## src/design/mmc_pkg.sv

```systemverilog
package mmc_pkg;

  // Number of axes that take part in the calibration, and the number of axis slots on the ports.
  localparam int AXES            = 3;
  localparam int MAG_AXES        = 3;
  localparam int SCALE_FRAC_BITS = 12;

  localparam int SAMPLE_W = 16;
  localparam int OFF_W    = 17;
  localparam int SCALE_W  = 20;
  localparam int SPREAD_W = 16;
  localparam int TOTAL_W  = SPREAD_W + 2;
  localparam int DEN_W    = SPREAD_W + 2;
  localparam int NUM_W    = TOTAL_W + SCALE_FRAC_BITS + 1;
  localparam int CMP_W    = DEN_W + SCALE_W;
  localparam int CFG_W    = 16;
  localparam int AXIS_W   = 2;
  localparam int STEP_W   = $clog2(SCALE_W);

  localparam logic [SCALE_W-1:0] SCALE_ONE = SCALE_W'(1) << SCALE_FRAC_BITS;
  localparam logic [SCALE_W-1:0] SCALE_MAX = '1;
  localparam logic [CFG_W-1:0]   MIN_SPREAD_RST = CFG_W'(2);

  localparam logic OP_SEED   = 1'b0;
  localparam logic OP_UPDATE = 1'b1;

  localparam int PADDR_W = 3;
  localparam int PDATA_W = 32;
  localparam logic [PADDR_W-3:0] REG_MIN_SPREAD = '0;

  typedef struct packed {
    logic              update;
    logic              spread;
    logic              total;
    logic              load;
    logic              prep;
    logic              step;
    logic              store;
    logic              load_out;
    logic [AXIS_W-1:0] axis;
  } mmc_cmd_t;

  typedef struct packed {
    logic small_spread;
  } mmc_sts_t;

endpackage

```

## src/design/mag_minmax_calibrator_core.sv

```systemverilog
// Min/max magnetometer calibrator. Each input beat carries one raw three-axis sample and an
// opcode: seed resets the per-axis minimum and maximum to the sample, update widens them (an
// update that arrives before any seed acts as a seed). Each input beat yields exactly one
// result beat with max + min per axis, which is twice the hard-iron offset, and a soft-iron
// scale per axis equal to the mean spread over the axes divided by that axis's spread, in
// unsigned Q8.12, rounded to nearest and saturated at the all-ones code. An axis whose spread
// does not exceed the min_spread register (byte address 0, reset value 2) gets a scale of
// exactly 1.0. Timing: a beat is taken only while the block is idle. An item goes through the
// min/max update and spread summing, then per axis a load and prepare step, the division for
// an axis that does not have a small spread, and a store, then a hand-over of the result to
// the output register. The division is done by the single restoring divider that produces one
// quotient bit per cycle and is shared by the three axes. The output register holds a
// finished result while the next item is already at work, so a slow consumer only stalls
// the block when a second result is ready.
module mag_minmax_calibrator_core (
  input  logic                                clk,
  input  logic                                rst_n,
  input  logic                                in_valid,
  output logic                                in_ready,
  input  logic                                in_opcode,
  input  logic signed [mmc_pkg::SAMPLE_W-1:0] in_mag_x,
  input  logic signed [mmc_pkg::SAMPLE_W-1:0] in_mag_y,
  input  logic signed [mmc_pkg::SAMPLE_W-1:0] in_mag_z,
  output logic                                out_valid,
  input  logic                                out_ready,
  output logic signed [mmc_pkg::OFF_W-1:0]    out_offset2_x,
  output logic signed [mmc_pkg::OFF_W-1:0]    out_offset2_y,
  output logic signed [mmc_pkg::OFF_W-1:0]    out_offset2_z,
  output logic        [mmc_pkg::SCALE_W-1:0]  out_scale_x,
  output logic        [mmc_pkg::SCALE_W-1:0]  out_scale_y,
  output logic        [mmc_pkg::SCALE_W-1:0]  out_scale_z,
  input  logic                                psel,
  input  logic                                penable,
  input  logic                                pwrite,
  input  logic        [mmc_pkg::PADDR_W-1:0]  paddr,
  input  logic        [mmc_pkg::PDATA_W-1:0]  pwdata,
  output logic        [mmc_pkg::PDATA_W-1:0]  prdata,
  output logic                                pready
);

  mmc_pkg::mmc_cmd_t cmd;
  mmc_pkg::mmc_sts_t sts;

  logic [mmc_pkg::CFG_W-1:0] min_spread_r;
  logic                      reg_hit;

  // The register file is a single word; the upper address bits select it.
  assign reg_hit = (paddr[mmc_pkg::PADDR_W-1:2] == mmc_pkg::REG_MIN_SPREAD);
  assign pready  = 1'b1;

  always_ff @(posedge clk) begin
    if (!rst_n) begin
      min_spread_r <= mmc_pkg::MIN_SPREAD_RST;
    end else if (psel && penable && pwrite && reg_hit) begin
      min_spread_r <= pwdata[mmc_pkg::CFG_W-1:0];
    end
  end

  assign prdata = reg_hit ? mmc_pkg::PDATA_W'(min_spread_r) : '0;

  // The controller sequences the update, spread, per-axis division and output load steps.
  mmc_ctrl u_ctrl (
    .clk       (clk),
    .rst_n     (rst_n),
    .in_valid  (in_valid),
    .in_ready  (in_ready),
    .out_valid (out_valid),
    .out_ready (out_ready),
    .cmd       (cmd),
    .sts       (sts)
  );

  // The datapath holds the min/max state, the shared divider and the output register.
  mmc_datapath u_dp (
    .clk           (clk),
    .rst_n         (rst_n),
    .cmd           (cmd),
    .sts           (sts),
    .in_opcode     (in_opcode),
    .in_mag_x      (in_mag_x),
    .in_mag_y      (in_mag_y),
    .in_mag_z      (in_mag_z),
    .min_spread    (min_spread_r),
    .out_offset2_x (out_offset2_x),
    .out_offset2_y (out_offset2_y),
    .out_offset2_z (out_offset2_z),
    .out_scale_x   (out_scale_x),
    .out_scale_y   (out_scale_y),
    .out_scale_z   (out_scale_z)
  );

endmodule

```

## src/design/mmc_datapath.sv

```systemverilog
module mmc_datapath (
  input  logic                                clk,
  input  logic                                rst_n,
  input  mmc_pkg::mmc_cmd_t                   cmd,
  output mmc_pkg::mmc_sts_t                   sts,
  input  logic                                in_opcode,
  input  logic signed [mmc_pkg::SAMPLE_W-1:0] in_mag_x,
  input  logic signed [mmc_pkg::SAMPLE_W-1:0] in_mag_y,
  input  logic signed [mmc_pkg::SAMPLE_W-1:0] in_mag_z,
  input  logic        [mmc_pkg::CFG_W-1:0]    min_spread,
  output logic signed [mmc_pkg::OFF_W-1:0]    out_offset2_x,
  output logic signed [mmc_pkg::OFF_W-1:0]    out_offset2_y,
  output logic signed [mmc_pkg::OFF_W-1:0]    out_offset2_z,
  output logic        [mmc_pkg::SCALE_W-1:0]  out_scale_x,
  output logic        [mmc_pkg::SCALE_W-1:0]  out_scale_y,
  output logic        [mmc_pkg::SCALE_W-1:0]  out_scale_z
);

  logic signed [mmc_pkg::SAMPLE_W-1:0] sample [mmc_pkg::MAG_AXES];
  logic signed [mmc_pkg::SAMPLE_W-1:0] min_r  [mmc_pkg::MAG_AXES];
  logic signed [mmc_pkg::SAMPLE_W-1:0] max_r  [mmc_pkg::MAG_AXES];
  logic        [mmc_pkg::SPREAD_W-1:0] spread_r [mmc_pkg::MAG_AXES];
  logic signed [mmc_pkg::OFF_W-1:0]    off_r  [mmc_pkg::MAG_AXES];
  logic        [mmc_pkg::SCALE_W-1:0]  scale_r [mmc_pkg::MAG_AXES];
  logic signed [mmc_pkg::OFF_W-1:0]    out_off_r [mmc_pkg::MAG_AXES];
  logic        [mmc_pkg::SCALE_W-1:0]  out_scale_r [mmc_pkg::MAG_AXES];
  logic seeded_r;
  logic seed;

  logic [mmc_pkg::TOTAL_W-1:0] total_r, total_nxt;
  logic [mmc_pkg::DEN_W-1:0]   den_r, den_nxt;
  logic [mmc_pkg::NUM_W-1:0]   num_r, num_nxt;
  logic [mmc_pkg::DEN_W-1:0]   rem_r, rem_nxt;
  logic                        small_r, sat_r;
  logic [mmc_pkg::DEN_W:0]     shifted;
  logic                        step_ge;
  logic [mmc_pkg::SPREAD_W-1:0] load_spread;

  assign sample[0] = in_mag_x;
  assign sample[1] = in_mag_y;
  assign sample[2] = in_mag_z;

  assign seed = (in_opcode == mmc_pkg::OP_SEED) || !seeded_r;

  always_comb begin
    total_nxt = '0;
    for (int k = 0; k < mmc_pkg::AXES; k++) begin
      total_nxt = total_nxt + mmc_pkg::TOTAL_W'(spread_r[k]);
    end
  end

  // Denominator is the axis count times the spread of the selected axis; the numerator
  // carries half of it so that the truncating division rounds to nearest.
  assign load_spread = spread_r[cmd.axis];
  assign den_nxt = mmc_pkg::DEN_W'(mmc_pkg::DEN_W'(load_spread)
                                   * mmc_pkg::DEN_W'(mmc_pkg::AXES));
  assign num_nxt = {1'b0, total_r, {mmc_pkg::SCALE_FRAC_BITS{1'b0}}}
                   + mmc_pkg::NUM_W'(den_nxt >> 1);

  // One restoring division step: the low bits of num_r shift out numerator bits and
  // shift in quotient bits.
  assign shifted = {rem_r, num_r[mmc_pkg::SCALE_W-1]};
  assign step_ge = shifted >= {1'b0, den_r};
  assign rem_nxt = step_ge ? mmc_pkg::DEN_W'(shifted - {1'b0, den_r})
                           : shifted[mmc_pkg::DEN_W-1:0];

  always_ff @(posedge clk) begin
    if (!rst_n) begin
      seeded_r <= 1'b0;
    end else if (cmd.update) begin
      seeded_r <= 1'b1;
    end
  end

  always_ff @(posedge clk) begin
    if (cmd.update) begin
      for (int k = 0; k < mmc_pkg::AXES; k++) begin
        if (seed || sample[k] < min_r[k]) begin
          min_r[k] <= sample[k];
        end
        if (seed || sample[k] > max_r[k]) begin
          max_r[k] <= sample[k];
        end
      end
    end
    if (cmd.spread) begin
      for (int k = 0; k < mmc_pkg::AXES; k++) begin
        spread_r[k] <= mmc_pkg::SPREAD_W'({max_r[k][mmc_pkg::SAMPLE_W-1], max_r[k]}
                                          - {min_r[k][mmc_pkg::SAMPLE_W-1], min_r[k]});
        off_r[k]    <= {max_r[k][mmc_pkg::SAMPLE_W-1], max_r[k]}
                       + {min_r[k][mmc_pkg::SAMPLE_W-1], min_r[k]};
      end
    end
    if (cmd.total) begin
      total_r <= total_nxt;
    end
    if (cmd.load) begin
      den_r   <= den_nxt;
      num_r   <= num_nxt;
      small_r <= load_spread <= min_spread;
    end
    if (cmd.prep) begin
      sat_r <= mmc_pkg::CMP_W'(num_r) >= {den_r, {mmc_pkg::SCALE_W{1'b0}}};
      rem_r <= mmc_pkg::DEN_W'(num_r >> mmc_pkg::SCALE_W);
    end
    if (cmd.step) begin
      rem_r <= rem_nxt;
      num_r[mmc_pkg::SCALE_W-1:0] <= {num_r[mmc_pkg::SCALE_W-2:0], step_ge};
    end
    if (cmd.store) begin
      if (small_r) begin
        scale_r[cmd.axis] <= mmc_pkg::SCALE_ONE;
      end else if (sat_r) begin
        scale_r[cmd.axis] <= mmc_pkg::SCALE_MAX;
      end else begin
        scale_r[cmd.axis] <= num_r[mmc_pkg::SCALE_W-1:0];
      end
    end
    if (cmd.load_out) begin
      for (int k = 0; k < mmc_pkg::MAG_AXES; k++) begin
        if (k < mmc_pkg::AXES) begin
          out_off_r[k]   <= off_r[k];
          out_scale_r[k] <= scale_r[k];
        end else begin
          out_off_r[k]   <= '0;
          out_scale_r[k] <= '0;
        end
      end
    end
  end

  assign sts.small_spread = small_r;

  assign out_offset2_x = out_off_r[0];
  assign out_offset2_y = out_off_r[1];
  assign out_offset2_z = out_off_r[2];
  assign out_scale_x   = out_scale_r[0];
  assign out_scale_y   = out_scale_r[1];
  assign out_scale_z   = out_scale_r[2];

endmodule

```

## src/design/mmc_ctrl.sv

```systemverilog
module mmc_ctrl (
  input  logic              clk,
  input  logic              rst_n,
  input  logic              in_valid,
  output logic              in_ready,
  output logic              out_valid,
  input  logic              out_ready,
  output mmc_pkg::mmc_cmd_t cmd,
  input  mmc_pkg::mmc_sts_t sts
);

  localparam logic [2:0] ST_IDLE   = 3'd0;
  localparam logic [2:0] ST_SPREAD = 3'd1;
  localparam logic [2:0] ST_TOTAL  = 3'd2;
  localparam logic [2:0] ST_LOAD   = 3'd3;
  localparam logic [2:0] ST_PREP   = 3'd4;
  localparam logic [2:0] ST_DIV    = 3'd5;
  localparam logic [2:0] ST_STORE  = 3'd6;
  localparam logic [2:0] ST_DONE   = 3'd7;

  logic [2:0]                   state_r, state_nxt;
  logic [mmc_pkg::AXIS_W-1:0]   axis_r, axis_nxt;
  logic [mmc_pkg::STEP_W-1:0]   step_r, step_nxt;
  logic                         out_valid_r, out_valid_nxt;

  always_comb begin
    state_nxt     = state_r;
    axis_nxt      = axis_r;
    step_nxt      = step_r;
    out_valid_nxt = out_valid_r && !out_ready;
    cmd           = '0;
    cmd.axis      = axis_r;
    case (state_r)
      ST_IDLE: begin
        if (in_valid) begin
          cmd.update = 1'b1;
          state_nxt  = ST_SPREAD;
        end
      end
      ST_SPREAD: begin
        cmd.spread = 1'b1;
        state_nxt  = ST_TOTAL;
      end
      ST_TOTAL: begin
        cmd.total = 1'b1;
        axis_nxt  = '0;
        state_nxt = ST_LOAD;
      end
      ST_LOAD: begin
        cmd.load  = 1'b1;
        state_nxt = ST_PREP;
      end
      ST_PREP: begin
        if (sts.small_spread) begin
          state_nxt = ST_STORE;
        end else begin
          cmd.prep  = 1'b1;
          step_nxt  = '0;
          state_nxt = ST_DIV;
        end
      end
      ST_DIV: begin
        cmd.step = 1'b1;
        step_nxt = step_r + 1'b1;
        if (step_r == mmc_pkg::STEP_W'(mmc_pkg::SCALE_W - 1)) begin
          state_nxt = ST_STORE;
        end
      end
      ST_STORE: begin
        cmd.store = 1'b1;
        if (axis_r == mmc_pkg::AXIS_W'(mmc_pkg::AXES - 1)) begin
          state_nxt = ST_DONE;
        end else begin
          axis_nxt  = axis_r + 1'b1;
          state_nxt = ST_LOAD;
        end
      end
      ST_DONE: begin
        if (!out_valid_r || out_ready) begin
          cmd.load_out  = 1'b1;
          out_valid_nxt = 1'b1;
          state_nxt     = ST_IDLE;
        end
      end
      default: begin
        state_nxt = ST_IDLE;
      end
    endcase
  end

  always_ff @(posedge clk) begin
    if (!rst_n) begin
      state_r     <= ST_IDLE;
      axis_r      <= '0;
      step_r      <= '0;
      out_valid_r <= 1'b0;
    end else begin
      state_r     <= state_nxt;
      axis_r      <= axis_nxt;
      step_r      <= step_nxt;
      out_valid_r <= out_valid_nxt;
    end
  end

  assign in_ready  = (state_r == ST_IDLE);
  assign out_valid = out_valid_r;

endmodule

```

## config.mk

```make
export PLATFORM = sky130hd
export DESIGN_NAME = mag_minmax_calibrator_core
export DESIGN_NICKNAME = d
export VERILOG_FILES = /design/src/design/mmc_pkg.sv /design/src/design/mag_minmax_calibrator_core.sv /design/src/design/mmc_datapath.sv /design/src/design/mmc_ctrl.sv
export SDC_FILE = /design/constraint.sdc
export NUM_CORES = 1
export LEC_CHECK = 0
export BUFFER_PORTS_ARGS = -buffer_cell sky130_fd_sc_hd__buf_4
export CAP_MARGIN = 20
export CORE_UTILIZATION = 46
export CTS_BUF_LIST = sky130_fd_sc_hd__clkbuf_2 sky130_fd_sc_hd__clkbuf_4 sky130_fd_sc_hd__clkbuf_8
export CTS_CLUSTER_SIZE = 28
export DETAILED_ROUTE_END_ITERATION = 10
export MAX_ROUTING_LAYER = met4
export PLACE_DENSITY = 0.69
export SYNTH_ARGS = -nofsm -noshare
export SYNTH_HDL_FRONTEND = slang
export SYNTH_SLANG_ARGS = --single-unit
```

## constraint.sdc

```tcl
create_clock -name clk -period 9 [get_ports clk]
set_clock_uncertainty 0.1 [all_clocks]
set_input_delay 2.25 -clock clk [delete_from_list [all_inputs] [get_ports clk]]
set_output_delay 2.25 -clock clk [all_outputs]
set_load 0.01 [all_outputs]
```

==> results of run 1 <==
-- worst max-delay path: cells and delay by family (launching register included) --
kind	cells	cell delay [ns]
fa+ha+maj	2	0.78
compound gates	9	2.46
xor+xnor	1	0.19
buf+inv	1	0.06
simple gates	5	0.76
flops	1	0.92
mux	1	0.23
-- metal layers --
metal | up-vias | global-route usage | share of wire
met5 | - | - | 0
met4 | 0 | 0.0860 | 0.035
met3 | 124 | 0.0315 | 0.040
met2 | 386 | 0.349 | 0.49
met1 | 8428 | 0.238 | 0.43
li1 | 8757 | - | -
-- per-stage QoR --
stage,setup WS (ns),hold WS [ns],instances
finish,3.22,0.308,3336
global route,2.63,0.310,3336
CTS,3.27,0.307,3335
detailed placement,3.28,0.305,3199
global placement,3.36,0.302,3199
floorplan,0.396,0.300,2299
-- flip-flops by register name, summed over array words and instances, names as in the netlist, named ones only --
signal / count
u_dp.out_scale_r: 60
u_dp.scale_r: 60
u_dp.out_off_r: 51
u_dp.off_r: 50
u_dp.max_r: 48
u_dp.min_r: 48
u_dp.spread_r: 46
u_dp.num_r: 31
u_dp.den_r: 18
u_dp.rem_r: 18
u_dp.total_r: 18
min_spread_r: 16
u_ctrl.step_r: 5
u_ctrl.state_r: 3
u_ctrl.axis_r: 2
u_ctrl.out_valid: 1
u_dp.sat_r: 1
u_dp.seeded_r: 1
u_dp.sts: 1
-- layout make-up --
| cell class | count | share of cell area |
|---|---|---|
| Clock buffer | 99 | 0.0410 |
| Sequential cell | 480 | 0.463 |
| Multi-Input combinational cell | 1542 | 0.377 |
| Clock inverter | 37 | 0.00875 |
| Timing Repair Buffer | 218 | 0.0540 |
| Tap cell | 756 | 0.0311 |
| Inverter | 204 | 0.0251 |
-- worst max-delay path by stage --
stage,from,end,slack [ns],depth (start not counted)
after floorplan,u_ctrl.state_r[0],u_dp.off_r[0][0],0.40,3
after global placement,flip-flop,u_dp.num_r[18],3.36,19
after detailed placement,flip-flop,u_dp.num_r[18],3.28,19
after CTS,flip-flop,u_dp.num_r[18],3.27,19
after global routing,flip-flop,u_dp.num_r[18],2.63,19
final,flip-flop,u_dp.num_r[18],3.22,19
-- kinds of logic after synthesis --
group / Yosys count
compound gates: 524
xor+xnor: 140
fa+ha+maj: 300
buf+inv: 277
flops: 480
mux: 29
other cells: 2
simple gates: 532
-- cell usage in the layout (no fill, tap or decap), drive strengths merged, types with 53 or more instances in the layout --
master  synthesis  routed
inv           204     206
buf            26     218
a21oi         146     146
xnor2         100     100
clkbuf         47      99
edfxtp        450     450
nand2         156     156
o21ai          98      98
o21a           58      58
a21o           53      53
nor2          148     148
ha            289     289
-- power by group --
| group | total [mW] | switching [mW] | internal (mW) |
|---|---|---|---|
| Clock | 1.86 | 0.862 | 0.999 |
| Sequential | 2.75 | 0.0835 | 2.67 |
| Combinational | 1.46 | 0.845 | 0.617 |
==> impl_metrics.sql, run 1 <==
INSERT INTO impl_metrics (metric_group, metric, value, unit) VALUES
('outcome', 'run_status', 'finished clean', ''),
('worst_setup_path', 'timing.reg2reg.setup_slack', '3.22', 'ns'),
('timing', 'achievable-frequency', '173', 'MHz'),
('final_layout', 'combined_flip_flop_and_latch_cell_area', '14100', 'um2'),
('global_route', 'grt.overflow.total', '0', ''),
('worst_setup_path', 'cp_common_cell', 'sky130_fd_sc_hd__a21oi_1', ''),
('clock_tree', 'cts_made_buffers', '79', ''),
('worst_setup_path', 'critPathRequiredTime', '9.30', 'ns'),
('clock_tree', 'clock_tree.buffer_depth', '3', ''),
('worst_hold_path', 'hold_class', 'reg -> reg', ''),
('clock_tree', 'worst_skew_pair.late_latency', '0.67', 'ns'),
('timing', 'finalSetupViolCount', '0', ''),
('floorplan', 'placeableCoreArea', '56800', 'um2'),
('final_layout', 'post-route-util', '0.536', ''),
('synthesis', 'ys_top_cells_by_area', 'sky130_fd_sc_hd__edfxtp_1 (51%), sky130_fd_sc_hd__ha_1 (14%), sky130_fd_sc_hd__xnor2_1 (3.3%), sky130_fd_sc_hd__inv_1 (2.8%), sky130_fd_sc_hd__a21oi_1 (2.7%)', ''),
('clock_tree', 'cts_hold_buf', '0', ''),
('worst_setup_path', 'crit_path_top_delay_cell', 'sky130_fd_sc_hd__dfxtp_1', ''),
('synthesis', 'ys_ff_latch', '480', ''),
('timing', 'part_of_the_cycle_the_worst_path_needs', '0.642', ''),
('detailed_routing', 'drt-pass1-iter-count', '5', ''),
('clock_tree', 'post_cts_resized', '0', ''),
('synthesis', 'synth_ff_type', 'sky130_fd_sc_hd__edfxtp_1', ''),
('worst_setup_path', 'timing.critical_path.cells', 'mux2i_1 -> o21ai_0 -> ha_1 -> nand2_1 -> nand2_1 -> a21o_1 -> a21oi_1 -> a21boi_1 -> o41ai_2 -> nor3_1 -> nor4_1 -> ha_1 -> a21o_1 -> a21oi_1 -> inv_1 -> a21oi_1 -> nor2b_1 -> xnor2_1 -> o21ai_0', ''),
('power', 'power_density', '200', 'nW/um2'),
('final_layout', 'synthToLayoutAreaGrowth', '14.3', '%'),
('clock_tree', 'clk_pin_slew', '0.07', 'ns'),
('synthesis', 'synthesis.area', '26600', 'um2'),
('place', 'placement.cell_area', '28900', 'um2'),
('clock_tree', 'cts.htree.levels', '3', ''),
('synthesis', 'yosys.cell_count.top_type', 'sky130_fd_sc_hd__edfxtp_1', ''),
('power', 'design_power_total', '6.08', 'mW'),
('synthesis', 'yosys.area.top_type', 'sky130_fd_sc_hd__edfxtp_1', ''),
('final_layout', 'n_antenna_cell', '0', ''),
('global_route', 'grt_use_total', '0.204', ''),
('clock_tree', 'tritoncts', 'built', ''),
('synthesis', 'syn_avg_cell_area', '11.7', 'um2'),
('timing', 'fin_tns_setup', '0', 'ns'),
('worst_hold_path', 'whs_endpoint', 'u_dp.out_off_r[0][27]', ''),
('global_route', 'grt_pass1_wl', '92700', 'um'),
('floorplan', 'die-height', '243', 'um'),
('worst_hold_path', 'worstHoldStart', 'u_dp.off_r[0][27]', ''),
('global_route', 'maximum_number_of_pins_on_one_net_before_global_route_repair', '73', ''),
('final_layout', 'drive_above_1_share', '0.147', ''),
('final_layout', 'final_area', '30500', 'um2'),
('synthesis', 'synth_top_family_by_area', 'adder cells', ''),
('synthesis', 'number_of_library_cell_types_mapped_by_synthesis', '84', ''),
('detailed_routing', 'final_antenna_net_count', '0', ''),
('detailed_routing', 'detail_route.drc_violations', '0', ''),
('synthesis', 'synth-compound-area-share', '0.130', ''),
('detailed_routing', 'wl_final', '58300', 'um'),
('synthesis', 'synth.mux.area_fraction', '0.0112', ''),
('detailed_routing', 'via_to_cell_ratio', '5.30', ''),
('flow_run', 'drv.max_cap_violation_count', '0', ''),
('final_layout', 'fill_cell_instance_count_of_the_final_layout', '4946', ''),
('floorplan', 'design.portCount', '237', ''),
('final_layout', 'final_nets', '2916', ''),
('synthesis', 'synth_xor_xnor_area_share', '0.0460', ''),
('power', 'peakVddDrop', '112', 'uV'),
('timing', 'slew_headroom', '0.294', ''),
('synthesis', 'postSynthCellCount', '2284', ''),
('place', 'place.gp.congestion', '0.886', ''),
('synthesis', 'ys_seq_area_frac', '0.530', ''),
('floorplan', 'die_width', '243', 'um'),
('final_layout', 'area_taken_by_multi_input_logic_gates', '11500', 'um2'),
('worst_setup_path', 'worstRegToRegCells', '19', ''),
('floorplan', 'std_cell_rows', '87', ''),
('global_route', 'grt_antenna_before_repair', '0', ''),
('place', 'place.detailed.hpwl', '44100', 'um'),
('floorplan', 'floorplan.die_area', '58900', 'um2'),
('detailed_routing', 'drt_iter0_drc', '972', ''),
('timing', 'fin_crit', '5.78', 'ns');
Note: power is estimated with default switching activity, not from simulation.
==> run 2: changes to the inputs <==
==> constraint.sdc (replaced) <==
create_clock -name clk -period 5 [get_ports clk]
set_clock_uncertainty 0.1 [all_clocks]
set_input_delay 1.25 -clock clk [delete_from_list [all_inputs] [get_ports clk]]
set_output_delay 1.25 -clock clk [all_outputs]
set_load 0.01 [all_outputs]
==> run 2 against run 1 <==
Cell count increased by 0.57%. Critical endpoint is now u_dp.num_r[26]. Non-clock buffer count increased by 9. Combinational power increased by 85%. Total power increased by 86%. Worst hold slack improved by 0.0027 ns. Die area unchanged. Setup slack got worse by 3.0 ns. Wire length increased by 1.9%. First-iteration DRC count increased by 0.41%. Via count decreased by 0.29%. Sequential share of layout area decreased by 0.49 points.
==> impl_metrics.sql, run 2 (synthesis results as in run 1) <==
INSERT INTO impl_metrics (metric_group, metric, value, unit) VALUES
('floorplan', 'die-height', '243', 'um'),
('timing', 'least_margin_pin_slew', '1.02', 'ns'),
('worst_hold_path', 'hold_class', 'reg -> reg', ''),
('final_layout', 'n_antenna_cell', '0', ''),
('final_layout', 'post-route-util', '0.542', ''),
('worst_hold_path', 'worst_hold_path.num_cells', '0', ''),
('outcome', 'run_status', 'finished clean', ''),
('place', 'placement.cell_area', '29000', 'um2'),
('detailed_routing', 'num_vias', '17600', ''),
('clock_tree', 'post_cts_buffers', '0', ''),
('floorplan', 'placeableCoreArea', '56800', 'um2'),
('detailed_routing', 'final_antenna_net_count', '0', ''),
('final_layout', 'most-common-layout-cells', 'sky130_fd_sc_hd__edfxtp_1 (450), sky130_fd_sc_hd__ha_1 (289), sky130_fd_sc_hd__buf_4 (224)', ''),
('timing', 'achievable-frequency', '211', 'MHz'),
('clock_tree', 'cts.sinks', '480', ''),
('detailed_routing', 'wl_final', '59400', 'um'),
('worst_setup_path', 'crit_path_top_delay_cell', 'sky130_fd_sc_hd__o41ai_4', ''),
('timing', 'finalSetupViolCount', '0', ''),
('detailed_routing', 'drt_iter0_drc', '976', ''),
('global_route', 'grt_pass1_wl', '94800', 'um'),
('power', 'design_power_total', '11.3', 'mW'),
('global_route', 'grt.overflow.total', '0', ''),
('detailed_routing', 'detail_route.drc_violations', '0', ''),
('worst_setup_path', 'worstRegToRegCells', '23', ''),
('global_route', 'grt_antenna_before_repair', '0', ''),
('global_route', 'grt_use_total', '0.209', ''),
('detailed_routing', 'drt-pass1-iter-count', '5', ''),
('worst_setup_path', 'crit_fanout', '4', ''),
('timing', 'slew_violations', '0', ''),
('place', 'port-buffer-count', '201', ''),
('worst_setup_path', 'cp_common_cell', 'sky130_fd_sc_hd__inv_1', ''),
('final_layout', 'final_area', '30800', 'um2'),
('clock_tree', 'tritoncts', 'built', ''),
('place', 'place.detailed.hpwl', '45300', 'um'),
('timing', 'holdWs', '0.311', 'ns'),
('power', 'power_leakage', '12.1', 'nW'),
('power', 'peakVddDrop', '212', 'uV'),
('final_layout', 'drive_above_1_share', '0.157', ''),
('timing', 'part_of_the_cycle_the_worst_path_needs', '0.948', ''),
('clock_tree', 'worst_skew_pair.late_latency', '0.70', 'ns'),
('detailed_routing', 'wl_per_cell', '17.7', 'um'),
('floorplan', 'floorplan.die_area', '58900', 'um2'),
('final_layout', 'reg_top3', 'u_dp.out_scale_r (60), u_dp.scale_r (60), u_dp.out_off_r (51)', ''),
('floorplan', 'die_width', '243', 'um'),
('final_layout', 'layout_commonest_cell', 'sky130_fd_sc_hd__edfxtp_1', ''),
('place', 'place.gp.congestion', '0.909', ''),
('worst_setup_path', 'worstSetupEndpointType', 'flip-flop', ''),
('floorplan', 'design.portCount', '237', ''),
('final_layout', 'fill_cell_instance_count_of_the_final_layout', '4896', ''),
('worst_setup_path', 'timing.reg2reg.setup_slack', '0.26', 'ns'),
('worst_setup_path', 'worst-endpoint-arrival', '5.08', 'ns'),
('worst_setup_path', 'timing.critical_path.cells', 'mux2i_1 -> o21a_1 -> inv_1 -> ha_1 -> inv_1 -> fa_1 -> nor2b_1 -> o21ai_2 -> a21boi_2 -> o21bai_1 -> a21boi_2 -> o41ai_4 -> xnor2_2 -> ha_1 -> fa_1 -> a21o_1 -> a21oi_2 -> inv_1 -> a21oi_2 -> buf_4 -> nor2_1 -> nand4_1 -> xnor2_1', ''),
('detailed_routing', 'via_to_cell_ratio', '5.26', ''),
('worst_setup_path', 'cpPeakStageDelay', '0.53', 'ns'),
('floorplan', 'start_util', '0.469', ''),
('clock_tree', 'clock-root-buffer', 'sky130_fd_sc_hd__clkbuf_8', ''),
('clock_tree', 'cts.htree.levels', '3', ''),
('power', 'power_density', '368', 'nW/um2'),
('flow_run', 'drv.max_cap_violation_count', '0', ''),
('clock_tree', 'clock_tree.buffer_depth', '3', ''),
('worst_setup_path', 'crit_path_class', 'reg -> reg', ''),
('global_route', 'grt_pass1_vias', '18000', ''),
('floorplan', 'std_cell_rows', '87', ''),
('worst_setup_path', 'critPathRequiredTime', '5.34', 'ns'),
('global_route', 'maximum_number_of_pins_on_one_net_before_global_route_repair', '73', ''),
('worst_setup_path', 'cp-start-kind', 'flip-flop', ''),
('final_layout', 'final_nets', '2927', ''),
('timing', 'final-hold-violation-count', '0', ''),
('timing', 'fin_crit', '4.74', 'ns'),
('clock_tree', 'clk_pin_slew', '0.06', 'ns'),
('clock_tree', 'cts_made_buffers', '81', ''),
('timing', 'fin_tns_setup', '0', 'ns'),
('timing', 'slew_headroom', '0.323', ''),
('final_layout', 'synthToLayoutAreaGrowth', '15.6', '%');
==> run 2: cell types whose count changed in the layout (fill, tap and decap cells not counted), sizes merged <==
cell / delta
clkbuf: -1
bufinv: +4
clkinv: +3
inv: +4
buf: +9
==> run 2: timing repair <==
| item | in CTS | in global routing |
|---|---|---|
| hold buffers | 0 | 0 |
| setup endpoints to repair | 10 | 14 |
| pin swaps | 0 | 2 |
| gates resized for setup | 2 | 17 |
==> run 2: layout make-up <==
class | instances | area [um2] | share of cell area
clock inverter | 48 | 447 | 0.0145
multi-input combinational | 1542 | 11500 | 0.375
sequential | 480 | 14100 | 0.459
timing repair buffer | 227 | 1730 | 0.0563
tap | 756 | 946 | 0.0307
clock buffer | 98 | 1240 | 0.0404
inverter | 204 | 766 | 0.0249
==> run 2: layer usage <==
layer  global-route usage  share of wire  vias up
met5                    -              0        -
met4               0.0856          0.036        0
li1                     -              -     8780
met3               0.0291          0.035      115
met1                0.246           0.43     8379
met2                0.359           0.50      369
==> run 2: worst max-delay path: cells and delay by family, from the launching register on <==
family                     cells  cell delay (ns)
DFF                            1             0.46
adders and majority gates      4             1.08
buffers and inverters          4             0.36
xor gates and xnor gates       2             0.19
and+or+nand+nor                3             0.24
muxes                          1             0.31
AOI/OAI and AO/OA              9             1.78
==> run 2: final timing paths <==
kind,from,end
worst max-delay path,u_dp.off_r[0][17],u_dp.num_r[26]
worst min register to register,u_dp.off_r[0][12],u_dp.out_off_r[0][12]
worst max register to register,u_dp.off_r[0][17],u_dp.num_r[26]
worst min-delay path,u_dp.off_r[0][12],u_dp.out_off_r[0][12]
==> run 2: where the power goes <==
part	switching (mW)	total (mW)	internal, mW
Clock	1.64	3.67	2.04
Combinational	1.55	2.70	1.14
Sequential	0.150	4.96	4.81
==> run 2: metrics by stage <==
step	instances	worst slack, ns
floorplan	2299	0.184
global placement	3207	0.105
detailed placement	3209	-0.0253
CTS	3355	0.0874
global route	3355	-0.00840
finish	3355	0.261
